File: src/rtl/core/efr_pkg.sv
// ----------------------------------------------------------------------------
// efr_pkg - shared types and constants of the eased fade ramp controller
// Fixed-point widths, command and curve codes, sequencer states, and the
// command structs that drive the serial divider and multiplier.
// ----------------------------------------------------------------------------
`default_nettype none

package efr_pkg;

   localparam int TIME_BITS = 24;
   localparam int FRAC_BITS = 16;
   localparam int ALPHA_W   = FRAC_BITS + 1;
   localparam int DELTA_W   = 16;
   localparam int COLOR_W   = 16;
   localparam int CURVE_W   = 2;
   localparam int ACTION_W  = 3;

   // radix-4 shift-add multiplier: multiplicand is a Q1 value, multiplier
   // must hold 3.0 - 2t, so two integer bits, rounded up to whole digits
   localparam int MUL_A_W    = ALPHA_W;
   localparam int MUL_DIGITS = (FRAC_BITS + 3) / 2;
   localparam int MUL_B_W    = 2 * MUL_DIGITS;
   localparam int MUL_P_W    = MUL_A_W + MUL_B_W;
   localparam int MUL_CNT_W  = $clog2(MUL_DIGITS + 1);

   // restoring divider gives one quotient bit a cycle
   localparam int DIV_CNT_W  = $clog2(FRAC_BITS + 1);

   localparam logic [ALPHA_W-1:0]   Q_ONE    = {1'b1, {FRAC_BITS{1'b0}}};
   localparam logic [MUL_B_W-1:0]   Q_THREE  = MUL_B_W'(3 * (2 ** FRAC_BITS));
   localparam logic [TIME_BITS-1:0] TIME_MAX = '1;

   typedef enum logic [ACTION_W-1:0] {
      ACT_TICK      = 3'd0,
      ACT_FADE_TO   = 3'd1,
      ACT_PLAY      = 3'd2,
      ACT_SET_ALPHA = 3'd3,
      ACT_STOP      = 3'd4,
      ACT_CLEAR     = 3'd5
   } action_type;

   typedef enum logic [CURVE_W-1:0] {
      CURVE_LINEAR   = 2'd0,
      CURVE_EASE_IN  = 2'd1,
      CURVE_EASE_OUT = 2'd2,
      CURVE_IN_OUT   = 2'd3
   } curve_type;

   typedef enum logic [2:0] {
      ST_IDLE,
      ST_DIVIDE,
      ST_SQUARE,
      ST_BLEND,
      ST_LERP,
      ST_REPORT
   } state_type;

   typedef struct packed {
      logic [COLOR_W-1:0] blue;
      logic [COLOR_W-1:0] green;
      logic [COLOR_W-1:0] red;
   } color_type;

   typedef struct packed {
      logic                 start;
      logic [TIME_BITS-1:0] num;
      logic [TIME_BITS-1:0] den;
   } div_cmd_type;

   typedef struct packed {
      logic               start;
      logic [MUL_A_W-1:0] mcand;
      logic [MUL_B_W-1:0] mplier;
   } mul_cmd_type;

   function automatic logic [ALPHA_W-1:0] clamp_one(input logic [ALPHA_W-1:0] v);
      return (v > Q_ONE) ? Q_ONE : v;
   endfunction

endpackage

`default_nettype wire

File: src/rtl/core/efr_div.sv
// ----------------------------------------------------------------------------
// efr_div - bit-serial restoring divider
// Forms (num << FRAC_BITS) / den one quotient bit per cycle. The caller
// guarantees num < den, so the quotient is a pure fraction.
// ----------------------------------------------------------------------------
`default_nettype none

module efr_div
   import efr_pkg::*;
(
   input  logic                 clock,
   input  logic                 reset,
   input  div_cmd_type          cmd,
   output logic                 done,
   output logic [FRAC_BITS-1:0] quot
);

   logic [TIME_BITS-1:0] rem_ff, rem_in;
   logic [TIME_BITS-1:0] den_ff;
   logic [FRAC_BITS-1:0] quot_ff;
   logic [DIV_CNT_W-1:0] cnt_ff;
   logic                 busy_ff;
   logic                 done_ff;

   logic [TIME_BITS:0]   rem2;
   logic [TIME_BITS:0]   rem_sub;
   logic                 ge;

   always_comb begin
      rem2    = {rem_ff, 1'b0};
      rem_sub = rem2 - {1'b0, den_ff};
      ge      = (rem2 >= {1'b0, den_ff});
      // remainder stays below den, so it fits back in TIME_BITS
      rem_in  = ge ? rem_sub[TIME_BITS-1:0] : rem2[TIME_BITS-1:0];
   end

   always_ff @(posedge clock) begin
      if (reset) begin
         busy_ff <= 1'b0;
         done_ff <= 1'b0;
         cnt_ff  <= '0;
      end else begin
         done_ff <= 1'b0;
         if (cmd.start) begin
            busy_ff <= 1'b1;
            cnt_ff  <= DIV_CNT_W'(FRAC_BITS);
         end else if (busy_ff) begin
            cnt_ff <= cnt_ff - DIV_CNT_W'(1);
            if (cnt_ff == DIV_CNT_W'(1)) begin
               busy_ff <= 1'b0;
               done_ff <= 1'b1;
            end
         end
      end
   end

   always_ff @(posedge clock) begin
      if (cmd.start) begin
         rem_ff  <= cmd.num;
         den_ff  <= cmd.den;
         quot_ff <= '0;
      end else if (busy_ff) begin
         rem_ff  <= rem_in;
         quot_ff <= {quot_ff[FRAC_BITS-2:0], ge};
      end
   end

   assign done = done_ff;
   assign quot = quot_ff;

endmodule

`default_nettype wire

File: src/rtl/core/efr_mul.sv
// ----------------------------------------------------------------------------
// efr_mul - radix-4 serial shift-add multiplier
// Takes two multiplier bits a cycle; the partial sum shifts right into the
// low half of the product register as the multiplier shifts out.
// ----------------------------------------------------------------------------
`default_nettype none

module efr_mul
   import efr_pkg::*;
(
   input  logic               clock,
   input  logic               reset,
   input  mul_cmd_type        cmd,
   output logic               done,
   output logic [MUL_P_W-1:0] product
);

   logic [MUL_A_W-1:0]   hi_ff, hi_in;
   logic [MUL_B_W-1:0]   lo_ff, lo_in;
   logic [MUL_A_W-1:0]   a_ff;
   logic [MUL_A_W+1:0]   a3_ff, a3_in;
   logic [MUL_CNT_W-1:0] cnt_ff;
   logic                 busy_ff;
   logic                 done_ff;

   logic [MUL_A_W+1:0]   addend;
   logic [MUL_A_W+1:0]   sum;

   always_comb begin
      unique case (lo_ff[1:0])
         2'd0:    addend = '0;
         2'd1:    addend = {2'b00, a_ff};
         2'd2:    addend = {1'b0, a_ff, 1'b0};
         2'd3:    addend = a3_ff;
         default: addend = '0;
      endcase
      sum   = {2'b00, hi_ff} + addend;
      hi_in = sum[MUL_A_W+1:2];
      lo_in = {sum[1:0], lo_ff[MUL_B_W-1:2]};
      a3_in = {2'b00, cmd.mcand} + {1'b0, cmd.mcand, 1'b0};
   end

   always_ff @(posedge clock) begin
      if (reset) begin
         busy_ff <= 1'b0;
         done_ff <= 1'b0;
         cnt_ff  <= '0;
      end else begin
         done_ff <= 1'b0;
         if (cmd.start) begin
            busy_ff <= 1'b1;
            cnt_ff  <= MUL_CNT_W'(MUL_DIGITS);
         end else if (busy_ff) begin
            cnt_ff <= cnt_ff - MUL_CNT_W'(1);
            if (cnt_ff == MUL_CNT_W'(1)) begin
               busy_ff <= 1'b0;
               done_ff <= 1'b1;
            end
         end
      end
   end

   always_ff @(posedge clock) begin
      if (cmd.start) begin
         hi_ff <= '0;
         lo_ff <= cmd.mplier;
         a_ff  <= cmd.mcand;
         a3_ff <= a3_in;
      end else if (busy_ff) begin
         hi_ff <= hi_in;
         lo_ff <= lo_in;
      end
   end

   assign done    = done_ff;
   assign product = {hi_ff, lo_ff};

endmodule

`default_nettype wire

File: src/rtl/core/eased_fade_ramp_controller.sv
// ----------------------------------------------------------------------------
// eased_fade_ramp_controller - Q1.16 fade ramp with easing curves
// Holds a fade alpha and colour; commands start, advance, set, stop or clear
// a timed ramp, and every command returns one result item.
// ----------------------------------------------------------------------------
// Usage:
//   req_* carries one command item; it is taken when req_valid is high and
//   req_stall is low. rsp_* returns the resulting state (enabled, alpha,
//   colour, playing), one item per command, taken when rsp_valid is high and
//   rsp_stall is low.
//   Commands other than a running tick go straight to the report step; the
//   result is registered there once the output register is free.
//   Running tick: t = elapsed/length comes from a serial divider, then 1 to 3
//   passes through a radix-4 multiplier (curve, then the lerp): one pass for
//   linear, two for ease in/out, three for ease in-out. A tick that ends the
//   ramp skips the divider and multiplier, like a plain command.
//   One item is in work at a time: the next item can be taken once the
//   sequencer returns to idle after its report step. req_stall is low
//   whenever the sequencer is idle, even while a finished result waits in the
//   output register.
//   A stalled result holds; the sequencer waits in its report step until the
//   output register is free.
//   Reset (synchronous, active high) clears the ramp, alpha and colour to
//   zero, the same as a clear command.
// ----------------------------------------------------------------------------
`default_nettype none

module eased_fade_ramp_controller
   import efr_pkg::*;
(
   input  logic                 clock,
   input  logic                 reset,

   input  logic                 req_valid,
   output logic                 req_stall,
   input  logic [ACTION_W-1:0]  req_action,
   input  logic [DELTA_W-1:0]   req_delta_time,
   input  logic [ALPHA_W-1:0]   req_target_alpha,
   input  logic [ALPHA_W-1:0]   req_start_alpha,
   input  logic [TIME_BITS-1:0] req_duration,
   input  logic [CURVE_W-1:0]   req_curve,
   input  logic [COLOR_W-1:0]   req_color_red,
   input  logic [COLOR_W-1:0]   req_color_green,
   input  logic [COLOR_W-1:0]   req_color_blue,

   output logic                 rsp_valid,
   input  logic                 rsp_stall,
   output logic                 rsp_enabled,
   output logic [ALPHA_W-1:0]   rsp_alpha_out,
   output logic [COLOR_W-1:0]   rsp_red_out,
   output logic [COLOR_W-1:0]   rsp_green_out,
   output logic [COLOR_W-1:0]   rsp_blue_out,
   output logic                 rsp_playing
);

   state_type            state_ff, state_in;

   logic                 running_ff, running_in;
   logic [TIME_BITS-1:0] elapsed_ff, elapsed_in;
   logic [ALPHA_W-1:0]   alpha_ff, alpha_in;
   color_type            color_ff, color_in;
   logic [ALPHA_W-1:0]   from_ff, from_in;
   logic [ALPHA_W-1:0]   to_ff, to_in;
   logic [TIME_BITS-1:0] len_ff, len_in;
   logic [CURVE_W-1:0]   curve_ff, curve_in;
   color_type            rcolor_ff, rcolor_in;

   logic                 rsp_valid_ff;
   logic                 rsp_enabled_ff;
   logic [ALPHA_W-1:0]   rsp_alpha_ff;
   color_type            rsp_color_ff;
   logic                 rsp_playing_ff;

   div_cmd_type          div_cmd;
   logic                 div_done;
   logic [FRAC_BITS-1:0] div_quot;
   mul_cmd_type          mul_cmd;
   logic                 mul_done;
   logic [MUL_P_W-1:0]   mul_product;

   logic                 accept;
   logic                 out_free;
   logic                 rsp_load;
   logic                 tick_work;
   logic [TIME_BITS:0]   esum;
   logic [TIME_BITS-1:0] esat;
   logic                 ramp_end;
   logic [ALPHA_W-1:0]   t_ext;
   logic [ALPHA_W-1:0]   u_val;
   logic [ALPHA_W-1:0]   prod_hi;
   logic [MUL_B_W-1:0]   blend_factor;
   logic                 rising;
   logic [ALPHA_W-1:0]   diff;
   color_type            req_color;

   efr_div u_div (
      .clock (clock),
      .reset (reset),
      .cmd   (div_cmd),
      .done  (div_done),
      .quot  (div_quot)
   );

   efr_mul u_mul (
      .clock   (clock),
      .reset   (reset),
      .cmd     (mul_cmd),
      .done    (mul_done),
      .product (mul_product)
   );

   // shared arithmetic
   always_comb begin
      accept       = req_valid && !req_stall;
      out_free     = !rsp_valid_ff || !rsp_stall;
      rsp_load     = (state_ff == ST_REPORT) && out_free;
      esum         = {1'b0, elapsed_ff} + (TIME_BITS + 1)'(req_delta_time);
      esat         = esum[TIME_BITS] ? TIME_MAX : esum[TIME_BITS-1:0];
      // t reaches 1.0 exactly when elapsed catches up with the length
      ramp_end     = (esat >= len_ff);
      tick_work    = accept && (req_action == ACT_TICK) && running_ff && !ramp_end;
      t_ext        = {1'b0, div_quot};
      u_val        = Q_ONE - t_ext;
      prod_hi      = mul_product[FRAC_BITS+ALPHA_W-1:FRAC_BITS];
      blend_factor = Q_THREE - {{(MUL_B_W-FRAC_BITS-1){1'b0}}, div_quot, 1'b0};
      rising       = (to_ff >= from_ff);
      diff         = rising ? (to_ff - from_ff) : (from_ff - to_ff);
      req_color    = '{blue: req_color_blue, green: req_color_green, red: req_color_red};
   end

   // next state
   always_comb begin
      state_in = state_ff;
      unique case (state_ff)
         ST_IDLE: begin
            if (accept) begin
               state_in = tick_work ? ST_DIVIDE : ST_REPORT;
            end
         end
         ST_DIVIDE: begin
            if (div_done) begin
               state_in = (curve_ff == CURVE_LINEAR) ? ST_LERP : ST_SQUARE;
            end
         end
         ST_SQUARE: begin
            if (mul_done) begin
               state_in = (curve_ff == CURVE_IN_OUT) ? ST_BLEND : ST_LERP;
            end
         end
         ST_BLEND: begin
            if (mul_done) begin
               state_in = ST_LERP;
            end
         end
         ST_LERP: begin
            if (mul_done) begin
               state_in = ST_REPORT;
            end
         end
         ST_REPORT: begin
            if (out_free) begin
               state_in = ST_IDLE;
            end
         end
         default: state_in = ST_IDLE;
      endcase
   end

   // sequencer outputs: handshake and unit launches
   always_comb begin
      req_stall      = (state_ff != ST_IDLE);
      div_cmd.start  = tick_work;
      div_cmd.num    = esat;
      div_cmd.den    = len_ff;
      mul_cmd.start  = 1'b0;
      mul_cmd.mcand  = '0;
      mul_cmd.mplier = '0;
      unique case (state_ff)
         ST_DIVIDE: begin
            mul_cmd.start = div_done;
            unique case (curve_ff)
               CURVE_LINEAR: begin
                  mul_cmd.mcand  = diff;
                  mul_cmd.mplier = MUL_B_W'(t_ext);
               end
               CURVE_EASE_OUT: begin
                  mul_cmd.mcand  = u_val;
                  mul_cmd.mplier = MUL_B_W'(u_val);
               end
               CURVE_EASE_IN, CURVE_IN_OUT: begin
                  mul_cmd.mcand  = t_ext;
                  mul_cmd.mplier = MUL_B_W'(t_ext);
               end
               default: begin
                  mul_cmd.mcand  = t_ext;
                  mul_cmd.mplier = MUL_B_W'(t_ext);
               end
            endcase
         end
         ST_SQUARE: begin
            mul_cmd.start = mul_done;
            unique case (curve_ff)
               CURVE_IN_OUT: begin
                  mul_cmd.mcand  = prod_hi;
                  mul_cmd.mplier = blend_factor;
               end
               CURVE_EASE_OUT: begin
                  mul_cmd.mcand  = diff;
                  mul_cmd.mplier = MUL_B_W'(Q_ONE - prod_hi);
               end
               default: begin
                  mul_cmd.mcand  = diff;
                  mul_cmd.mplier = MUL_B_W'(prod_hi);
               end
            endcase
         end
         ST_BLEND: begin
            mul_cmd.start  = mul_done;
            mul_cmd.mcand  = diff;
            mul_cmd.mplier = MUL_B_W'(prod_hi);
         end
         default: begin
            mul_cmd.start = 1'b0;
         end
      endcase
   end

   // ramp state updates
   always_comb begin
      running_in = running_ff;
      elapsed_in = elapsed_ff;
      alpha_in   = alpha_ff;
      color_in   = color_ff;
      from_in    = from_ff;
      to_in      = to_ff;
      len_in     = len_ff;
      curve_in   = curve_ff;
      rcolor_in  = rcolor_ff;
      if ((state_ff == ST_IDLE) && accept) begin
         unique case (req_action)
            ACT_TICK: begin
               if (running_ff) begin
                  elapsed_in = esat;
                  color_in   = rcolor_ff;
                  if (ramp_end) begin
                     alpha_in   = to_ff;
                     running_in = 1'b0;
                  end
               end
            end
            ACT_FADE_TO, ACT_PLAY: begin
               from_in    = (req_action == ACT_PLAY) ? clamp_one(req_start_alpha) : alpha_ff;
               to_in      = clamp_one(req_target_alpha);
               len_in     = req_duration;
               curve_in   = req_curve;
               rcolor_in  = req_color;
               elapsed_in = '0;
               color_in   = req_color;
               if (req_duration == '0) begin
                  alpha_in   = clamp_one(req_target_alpha);
                  running_in = 1'b0;
               end else begin
                  alpha_in   = from_in;
                  running_in = 1'b1;
               end
            end
            ACT_SET_ALPHA: begin
               running_in = 1'b0;
               elapsed_in = '0;
               alpha_in   = clamp_one(req_target_alpha);
               color_in   = req_color;
               from_in    = '0;
               to_in      = '0;
               len_in     = '0;
               curve_in   = CURVE_LINEAR;
               rcolor_in  = '0;
            end
            ACT_STOP: begin
               running_in = 1'b0;
               elapsed_in = '0;
            end
            ACT_CLEAR: begin
               running_in = 1'b0;
               elapsed_in = '0;
               alpha_in   = '0;
               color_in   = '0;
               from_in    = '0;
               to_in      = '0;
               len_in     = '0;
               curve_in   = CURVE_LINEAR;
               rcolor_in  = '0;
            end
            default: begin
               running_in = running_ff;
            end
         endcase
      end else if ((state_ff == ST_LERP) && mul_done) begin
         // step is truncated, so rounding is toward the start alpha
         alpha_in = rising ? (from_ff + prod_hi) : (from_ff - prod_hi);
      end
   end

   always_ff @(posedge clock) begin
      if (reset) begin
         state_ff     <= ST_IDLE;
         running_ff   <= 1'b0;
         elapsed_ff   <= '0;
         alpha_ff     <= '0;
         color_ff     <= '0;
         from_ff      <= '0;
         to_ff        <= '0;
         len_ff       <= '0;
         curve_ff     <= CURVE_LINEAR;
         rcolor_ff    <= '0;
         rsp_valid_ff <= 1'b0;
      end else begin
         state_ff   <= state_in;
         running_ff <= running_in;
         elapsed_ff <= elapsed_in;
         alpha_ff   <= alpha_in;
         color_ff   <= color_in;
         from_ff    <= from_in;
         to_ff      <= to_in;
         len_ff     <= len_in;
         curve_ff   <= curve_in;
         rcolor_ff  <= rcolor_in;
         if (rsp_load) begin
            rsp_valid_ff <= 1'b1;
         end else if (!rsp_stall) begin
            rsp_valid_ff <= 1'b0;
         end
      end
   end

   always_ff @(posedge clock) begin
      if (rsp_load) begin
         rsp_enabled_ff <= running_ff || (alpha_ff != '0);
         rsp_alpha_ff   <= alpha_ff;
         rsp_color_ff   <= color_ff;
         rsp_playing_ff <= running_ff;
      end
   end

   assign rsp_valid     = rsp_valid_ff;
   assign rsp_enabled   = rsp_enabled_ff;
   assign rsp_alpha_out = rsp_alpha_ff;
   assign rsp_red_out   = rsp_color_ff.red;
   assign rsp_green_out = rsp_color_ff.green;
   assign rsp_blue_out  = rsp_color_ff.blue;
   assign rsp_playing   = rsp_playing_ff;

   // a running ramp always has a nonzero length, so the divider never sees zero
   a_running_has_length: assert property (@(posedge clock) disable iff (reset)
      running_ff |-> (len_ff != '0))
      else $error("ramp running with zero length");

   a_alpha_in_range: assert property (@(posedge clock) disable iff (reset)
      alpha_ff <= Q_ONE)
      else $error("alpha above one");

   a_clear_resets: assert property (@(posedge clock) disable iff (reset)
      (req_valid && !req_stall && (req_action == ACT_CLEAR))
      |=> (!running_ff && (alpha_ff == '0) && (len_ff == '0)))
      else $error("clear command left ramp state behind");

   a_one_unit_launch: assert property (@(posedge clock) disable iff (reset)
      !(div_cmd.start && mul_cmd.start))
      else $error("divider and multiplier launched together");

endmodule

`default_nettype wire
File: config.mk
export PLATFORM = sky130hd
export DESIGN_NAME = eased_fade_ramp_controller
export DESIGN_NICKNAME = d
export VERILOG_FILES = /design/src/rtl/core/efr_pkg.sv /design/src/rtl/core/efr_div.sv /design/src/rtl/core/efr_mul.sv /design/src/rtl/core/eased_fade_ramp_controller.sv
export SDC_FILE = /design/constraint.sdc
export NUM_CORES = 1
export LEC_CHECK = 0
export ABC_AREA = 1
export CORE_ASPECT_RATIO = 0.9
export CORE_MARGIN = 2
export CORE_UTILIZATION = 45
export CTS_CLUSTER_DIAMETER = 60
export DETAILED_ROUTE_END_ITERATION = 10
export DONT_BUFFER_PORTS = 1
export GPL_ROUTABILITY_DRIVEN = 0
export PLACE_DENSITY_LB_ADDON = 0.12
export SLEW_MARGIN = 5
export SYNTH_ARGS = -nofsm -noshare
export SYNTH_HDL_FRONTEND = slang
export SYNTH_HIERARCHICAL = 1
export SYNTH_SLANG_ARGS = --single-unit
File: constraint.sdc
create_clock -name clock -period 9.5 [get_ports clock]
set_input_delay 0.95 -clock clock [delete_from_list [all_inputs] [get_ports clock]]
set_output_delay 0.95 -clock clock [all_outputs]
set_load 0.03 [all_outputs]
==> results.tsv, run 1 <==
metric	value	unit
status	complete, no violations	
fmax	169	MHz
syn avg cell area	6.96	sq um
fraction of registers with async set/reset	0	%
WHS Path Cells	0	
Hold Buf Count CTS	0	
Reg2Reg Depth	24	
Die Height	238	um
Fin Setup TNS	0	ns
# rows	85	
CP cell instances	ha_1 -> fa_1 -> nand2_1 -> o21ai_2 -> a21oi_2 -> o21ai_1 -> nand3_1 -> nand2_1 -> inv_2 -> nand3_1 -> ha_1 -> nand2_1 -> inv_1 -> o21bai_1 -> nand2_1 -> nand2_1 -> o211ai_1 -> a21oi_1 -> nand4_1 -> nor2_4 -> buf_4 -> inv_1 -> nand2_1 -> o22ai_1	
DR vias/cell	5.40	
RSZ-0062 raised after global routing	false	
clock-pin slew on the worst setup and hold paths	0.06	ns
TritonCTS Buffers	50	
Critical Path RT	9.95	ns
DRC errors left	0	
Hold Path Origin	color_ff[22]	
post-synthesis cell count	3920	
crit-path leading delay family	simple AND/OR/NAND/NOR gates	
PortBufs	0	
largest net degree at the start of global routing	142	
static leakage	0.0130	uW
final WL	84.3	mm
die area	62600	sq um
Post CTS Setup Buffer Count	0	
Post-synth EDFFs	168	
Global Route Usage Sum	26.6	%
Net count, final	4137	
Setup Viol. Count Final	0	
synthesized area	27300	sq um
initial DRC count	2276	
Final period util	62.1	%
htree depth	2	
# IOs	200	
Power Density	200	nW/um^2
Crit-path slowest cell	nand2_1	
crit path launch type	input pin	
Synth cell types	60	
WL/cell	18.1	um
Worst Skew	0.0540	ns
antenna violations before repair	2	
final hold slack	0.422	ns
total gr overflow	0	
yosys warns	6	
Seq/Total Area, Yosys	36.7	%
DR vias	25200	
post-DP HPWL	62.7	mm
CP Capture Type	flop	
Die Wd	264	um
Max VDD drop	159	uV
CTS tree	yes	
synthesized flop and latch total	416	
Tmin final	5.90	ns
Hold Path Class	reg -> reg	
Worst-Skew Late Latency	0.63	ns
final hold vios	0	
Critical path buffers and inverters	4	
CTS Buffer Depth	3	
first-pass GRT wire length	133	mm
main flop type after synthesis	dfxtp_1	
Slew headroom	26.3	%
clock sink count	416	
post-CTS sizing	0	
core box area	59900	sq um
number of global-route vias before repair	23600	
Initial DRT Pass Iterations	6	
CP max stage delay	0.57	ns
crit-path most repeated cell	nand2_1	
Util after Layout	49.2	%
Initial Utilization	45.6	%
Final Max Tran Viols	0	
Hold EP	rsp_green_out[6]	
Max Cap Viol	0	
synth-to-layout area growth	7.91	%
Reg2Reg Launch Point	elapsed_ff[0]	
reg2reg end	u_div/quot[13]	
CTS Root Cell	clkbuf_16	
Worst Tran Pin Value	1.10	ns
Max FO, Critical Path	35	
Post-Syn Nets	4212	
WP data arrival	6.36	ns
critical path class	in -> reg	
flop-to-flop setup slack	3.61	ns
antenna viol nets, final	0	
layout cells sized above 1	4.53	%
==> placed cells by master (no fill, tap or decap), types with 16 or more instances in the layout <==
cell | synthesis | routed
clkbuf_16 | 0 | 52
a31oi_1 | 54 | 54
o22ai_1 | 17 | 17
xnor2_1 | 24 | 24
o211ai_1 | 42 | 42
nand2_1 | 1205 | 1205
edfxtp_1 | 168 | 168
xor2_1 | 53 | 53
nand4_1 | 57 | 57
nor2_1 | 298 | 297
dfxtp_1 | 248 | 248
ha_1 | 154 | 154
inv_1 | 473 | 472
buf_4 | 4 | 18
inv_2 | 22 | 21
nor3_1 | 24 | 24
o21ai_1 | 27 | 27
clkbuf_1 | 81 | 16
nand3_1 | 250 | 250
o21ai_0 | 216 | 215
a21oi_1 | 286 | 285
==> worst max-delay path by stage <==
stage,from,to,slack (ns),cells after the start
after CTS,elapsed_ff[0],u_div/quot[13],3.66,24
after global routing,elapsed_ff[0],u_div/quot[11],3.05,24
after global placement,req_delta_time[0],u_div/quot[12],3.15,24
final,req_delta_time[0],u_div/quot[13],3.60,24
after detailed placement,req_delta_time[0],u_div/quot[12],3.07,24
after floorplan,req_delta_time[0],u_div/rem_ff[0],2.97,25
==> Yosys cell counts (9+ instances only) <==
| cell | number | area share, % |
|---|---|---|
| a21oi_1 | 286 | 5.2 |
| a31oi_1 | 54 | 1.2 |
| buf_2 | 41 | 0.75 |
| buf_6 | 13 | 0.54 |
| clkbuf_1 | 81 | 1.1 |
| dfxtp_1 | 248 | 18 |
| edfxtp_1 | 168 | 18 |
| ha_1 | 154 | 7.1 |
| inv_1 | 473 | 6.5 |
| inv_2 | 22 | 0.30 |
| nand2_1 | 1205 | 17 |
| nand3_1 | 250 | 4.6 |
| nand4_1 | 57 | 1.3 |
| nor2_1 | 298 | 4.1 |
| nor2_2 | 9 | 0.21 |
| nor3_1 | 24 | 0.44 |
| o211ai_1 | 42 | 1.2 |
| o21ai_0 | 216 | 4.0 |
| o21ai_1 | 27 | 0.50 |
| o21bai_1 | 14 | 0.39 |
| o221ai_1 | 13 | 0.42 |
| o22ai_1 | 17 | 0.39 |
| or2_2 | 14 | 0.32 |
| xnor2_1 | 24 | 0.77 |
| xor2_1 | 53 | 1.7 |
==> cell families after synthesis <==
kind of cell	synth area share, %
buf+inv	9.47
xor+xnor	2.47
fa+ha+maj	7.57
flops	36.7
simple gates	28.7
compound gates	15.1
==> flip-flops by register name, summed over array words and instances (netlist names), 18 cells and up <==
| name | flops |
|---|---|
| rcolor_ff | 48 |
| u_mul/a3_ff | 18 |
| u_div/den_ff | 24 |
| color_ff | 48 |
| len_ff | 24 |
| u_div/rem_ff | 24 |
| elapsed_ff | 24 |
| u_mul/lo_ff | 18 |
==> routing by layer <==
metal	part of all wire (%)	vias up	global-route usage, %
met5	0	-	0
met4	2.8	0	7.69
met3	8.8	126	6.51
met2	41	810	39.1
met1	47	11500	38.6
li1	-	12800	-
==> area by class of cell <==
| cell class | count | area [sq um] |
|---|---|---|
| fill | 6192 | 30400 |
| multi-input combinational | 2859 | 14700 |
| sequential | 416 | 10000 |
| inverter | 500 | 1880 |
| clock buffer | 75 | 1460 |
| tap | 783 | 980 |
| clock inverter | 19 | 259 |
| timing repair buffer | 18 | 135 |
| antenna | 1 | 2.50 |
==> report_power, final <==
group	leakage (uW)	switching, uW	internal, uW	total [uW]
clock network	0.000840	797	1160	1960
registers	0.00356	205	2060	2270
logic	0.00858	1150	513	1670
total	0.0130	2150	3740	5890
==> worst reg2reg max path: stages, from the launching register on <==
cell and delay (ns):
dfxtp_1 0.31, ha_1 0.24, fa_1 0.45, nand2_1 0.14, o21ai_2 0.08, a21oi_2 0.25
o21ai_1 0.15, nand3_1 0.10, nand2_1 0.08, inv_2 0.32, nand3_1 0.23, ha_1 0.35
nand2_1 0.07, inv_1 0.04, o21bai_1 0.11, nand2_1 0.07, nand2_1 0.06, o211ai_1 0.08
a21oi_1 0.21, nand4_1 0.25, nor2_4 0.39, buf_4 0.48, inv_1 0.55, nand2_1 0.57
o22ai_1 0.14
==> per-stage QoR <==
step | worst slack [ns] | cell area [sq um] | power [uW] | instances
finish | 3.60 | 29400 | 5890 | 4671
global route | 3.05 | 29400 | 6240 | 4671
CTS | 3.66 | 29400 | 5900 | 4670
detailed placement | 3.07 | 27700 | 3930 | 4576
global placement | 3.15 | 27700 | 3930 | 4576
floorplan | 2.97 | 27300 | 3500 | 3920
Power figures use the tool's default switching activity.
==> inputs of run 2 (changes only) <==
clock period = 6 ns   (was 9.5 ns; I/O delays follow)
==> run 2 against run 1 <==
Against the previous run:
- hold slack got worse by 0.34 ns
- sequential power up 58%
- critical path depth shrank 1
- flip-flop and latch count is the same
- first-iteration DRC count rose by 5.5%
- worst setup slack got worse by 2.5 ns
- combinational power increased by 59%
- register-to-register slack worse by 2.5 ns
- non-clock buffer count up 3
==> results.tsv, run 2 (same netlist as run 1, synthesis figures left out) <==
metric	value	unit	change
# rows	85		unchanged
reg2reg end	u_div/rem_ff[5]		
Hold Path Origin	reset		
Tmin final	4.92	ns	
total gr overflow	0		unchanged
Post CTS Setup Buffer Count	0		unchanged
CTS Buffer Depth	3		unchanged
Switching Fraction	36.7	%	+0.19 points
status	complete, no violations		
clock-pin slew on the worst setup and hold paths	0.06	ns	about the same
Hold Path Class	in -> reg		
initial DRC count	2401		+5.5%
static leakage	0.0130	uW	+0.28%
post-CTS sizing	0		unchanged
clock sink count	416		unchanged
Area after DPL	27800	sq um	+0.13%
WHS Path Cells	1		+1
Die Wd	264	um	unchanged
Hold EP	len_ff[18]		
switching power	3460	uW	+61%
flop-to-flop setup slack	1.08	ns	-2.53 ns
Clock power frac	33.7	%	+0.5 points
DR vias	25200		-0.18%
most frequent cells in the layout	nand2_1 (1205), inv_1 (472), nor2_1 (297)		
leading registers by flop count	color_ff: 48 flops, rcolor_ff: 48 flops		
Reg2Reg Depth	23		-4.2%
RSZ-0062 raised after global routing	false		
PortBufs	0		unchanged
Max Cap Viol	0		unchanged
antenna violations before repair	3		+1
Worst Skew	0.0448	ns	-0.00918 ns
Slew headroom	28.3	%	+2.0 points
Final period util	81.9	%	
most common cell after layout, fill and taps aside	nand2_1		
die area	62600	sq um	unchanged
TritonCTS Buffers	49		-2.0%
post-route insts no fill	4673		+0.043%
Final Max Tran Viols	0		unchanged
Power Density	319	nW/um^2	+60%
CP Capture Type	flop		
Comb power frac	28.2	%	about the same
# IOs	200		unchanged
CTS tree	yes		
Reg2Reg Launch Point	elapsed_ff[0]		
layout cells sized above 1	4.79	%	+0.26 points
Setup Viol. Count Final	0		unchanged
antenna viol nets, final	0		unchanged
first-pass GRT wire length	130	mm	-2.4%
Worst Tran Pin Value	1.08	ns	-0.0293 ns
Worst-Skew Late Latency	0.63	ns	about the same
largest net degree at the start of global routing	142		unchanged
Die Height	238	um	unchanged
WL/cell	17.7	um	-2.0%
fmax	203	MHz	
Max FO, Critical Path	26		-26%
synth-to-layout area growth	8.16	%	
Critical Path RT	6.26	ns	-3.69 ns
DRC errors left	0		unchanged
CTS Root Cell	clkbuf_16		
post-DP HPWL	61.7	mm	-1.6%
final hold slack	0.0811	ns	-0.340 ns
Fin Setup TNS	0	ns	unchanged
final WL	82.7	mm	-2.0%
Initial DRT Pass Iterations	6		unchanged
Global Route Usage Sum	25.9	%	-0.72 points
Layout Cell Area excl Fill	29500	sq um	+0.23%
Max VDD drop	225	uV	+42%
htree depth	2		unchanged
cell count after placement	4579		+0.066%
crit path launch type	flop		
DR vias/cell	5.39		-0.22%
Initial Utilization	45.6	%	unchanged
Fill cells	6101		-1.5%
number of global-route vias before repair	23200		-1.6%
internal power	5960	uW	+59%
Hold Buf Count CTS	0		unchanged
WP data arrival	5.17	ns	-1.19 ns
core box area	59900	sq um	unchanged
Net count, final	4139		+0.048%
critical path class	reg -> reg		
Seq pwr share	38.1	%	-0.4 points
final hold vios	0		unchanged
## run 2: cell types whose count changed in the layout (fill, tap and decap cells not counted), sizes merged
cell	delta
diode	+2
clkinvlp	+1
inv	+2
clkbuf	-12
bufinv	+2
buf	+3
clkinv	+4
## run 2: worst max-delay path by stage
stage	startpoint	to	slack, ns	cells after the start
CTS	elapsed_ff[0]	u_div/rem_ff[5]	1.08	21
finish	elapsed_ff[0]	u_div/rem_ff[5]	1.08	23
global placement	req_delta_time[0]	u_div/rem_ff[0]	0.94	23
floorplan	req_delta_time[0]	u_div/rem_ff[0]	0.20	25
detailed placement	req_delta_time[0]	u_div/rem_ff[2]	0.82	21
global route	elapsed_ff[0]	u_div/rem_ff[3]	0.63	21
## run 2: final cells by class
type / count / area, sq um / share of cell area, %
antenna: 3 / 7.51 / 0.0254
timing repair buffer: 21 / 170 / 0.577
clock buffer: 63 / 1370 / 4.65
sequential: 416 / 10000 / 33.9
inverter: 500 / 1880 / 6.37
multi-input combinational: 2859 / 14700 / 49.9
tap: 783 / 980 / 3.32
clock inverter: 28 / 374 / 1.27
## run 2: critical path, cell delays in order, from the launching register on
cell and delay [ns]:
dfxtp_1 0.31, ha_1 0.24, fa_1 0.47, nand2_1 0.14
o21ai_2 0.08, a21oi_2 0.24, o21ai_1 0.13, nand3_1 0.09
nand2_1 0.09, inv_2 0.31, nand3_1 0.21, ha_1 0.33
nand2_1 0.07, inv_1 0.03, o21bai_1 0.10, nand2_1 0.06
nand2_1 0.05, o211ai_1 0.08, a21oi_1 0.20, nand4_1 0.28
nor2_4 0.18, nor2_1 0.08, inv_1 0.34, buf_4 0.41
## run 2: power groups by stage
stage / clock network, uW / logic, uW / registers, uW
floorplan: 0 / 2000 / 3550
global placement: 0 / 2590 / 3650
detailed placement: 0 / 2600 / 3650
CTS: 3240 / 2610 / 3590
global route: 3350 / 2980 / 3620
finish: 3170 / 2650 / 3590
## run 2: routing by layer
| layer | global-route usage, % | share of wire (%) | up-vias |
|---|---|---|---|
| met5 | 0 | 0 | - |
| met4 | 7.41 | 2.5 | 0 |
| met3 | 6.17 | 8.2 | 114 |
| met2 | 37.4 | 40 | 764 |
| met1 | 38.1 | 49 | 11500 |
| li1 | - | - | 12800 |
## run 2: through the flow
step,utilization (%),total power [uW],setup WS [ns]
2_1_floorplan,-,5550,0.203
6_report,49.3,9420,1.08
3_3_place_gp,46.4,6240,0.945
3_5_place_dp,46.4,6240,0.824
4_1_cts,49.3,9440,1.08
5_1_grt,49.3,9950,0.631
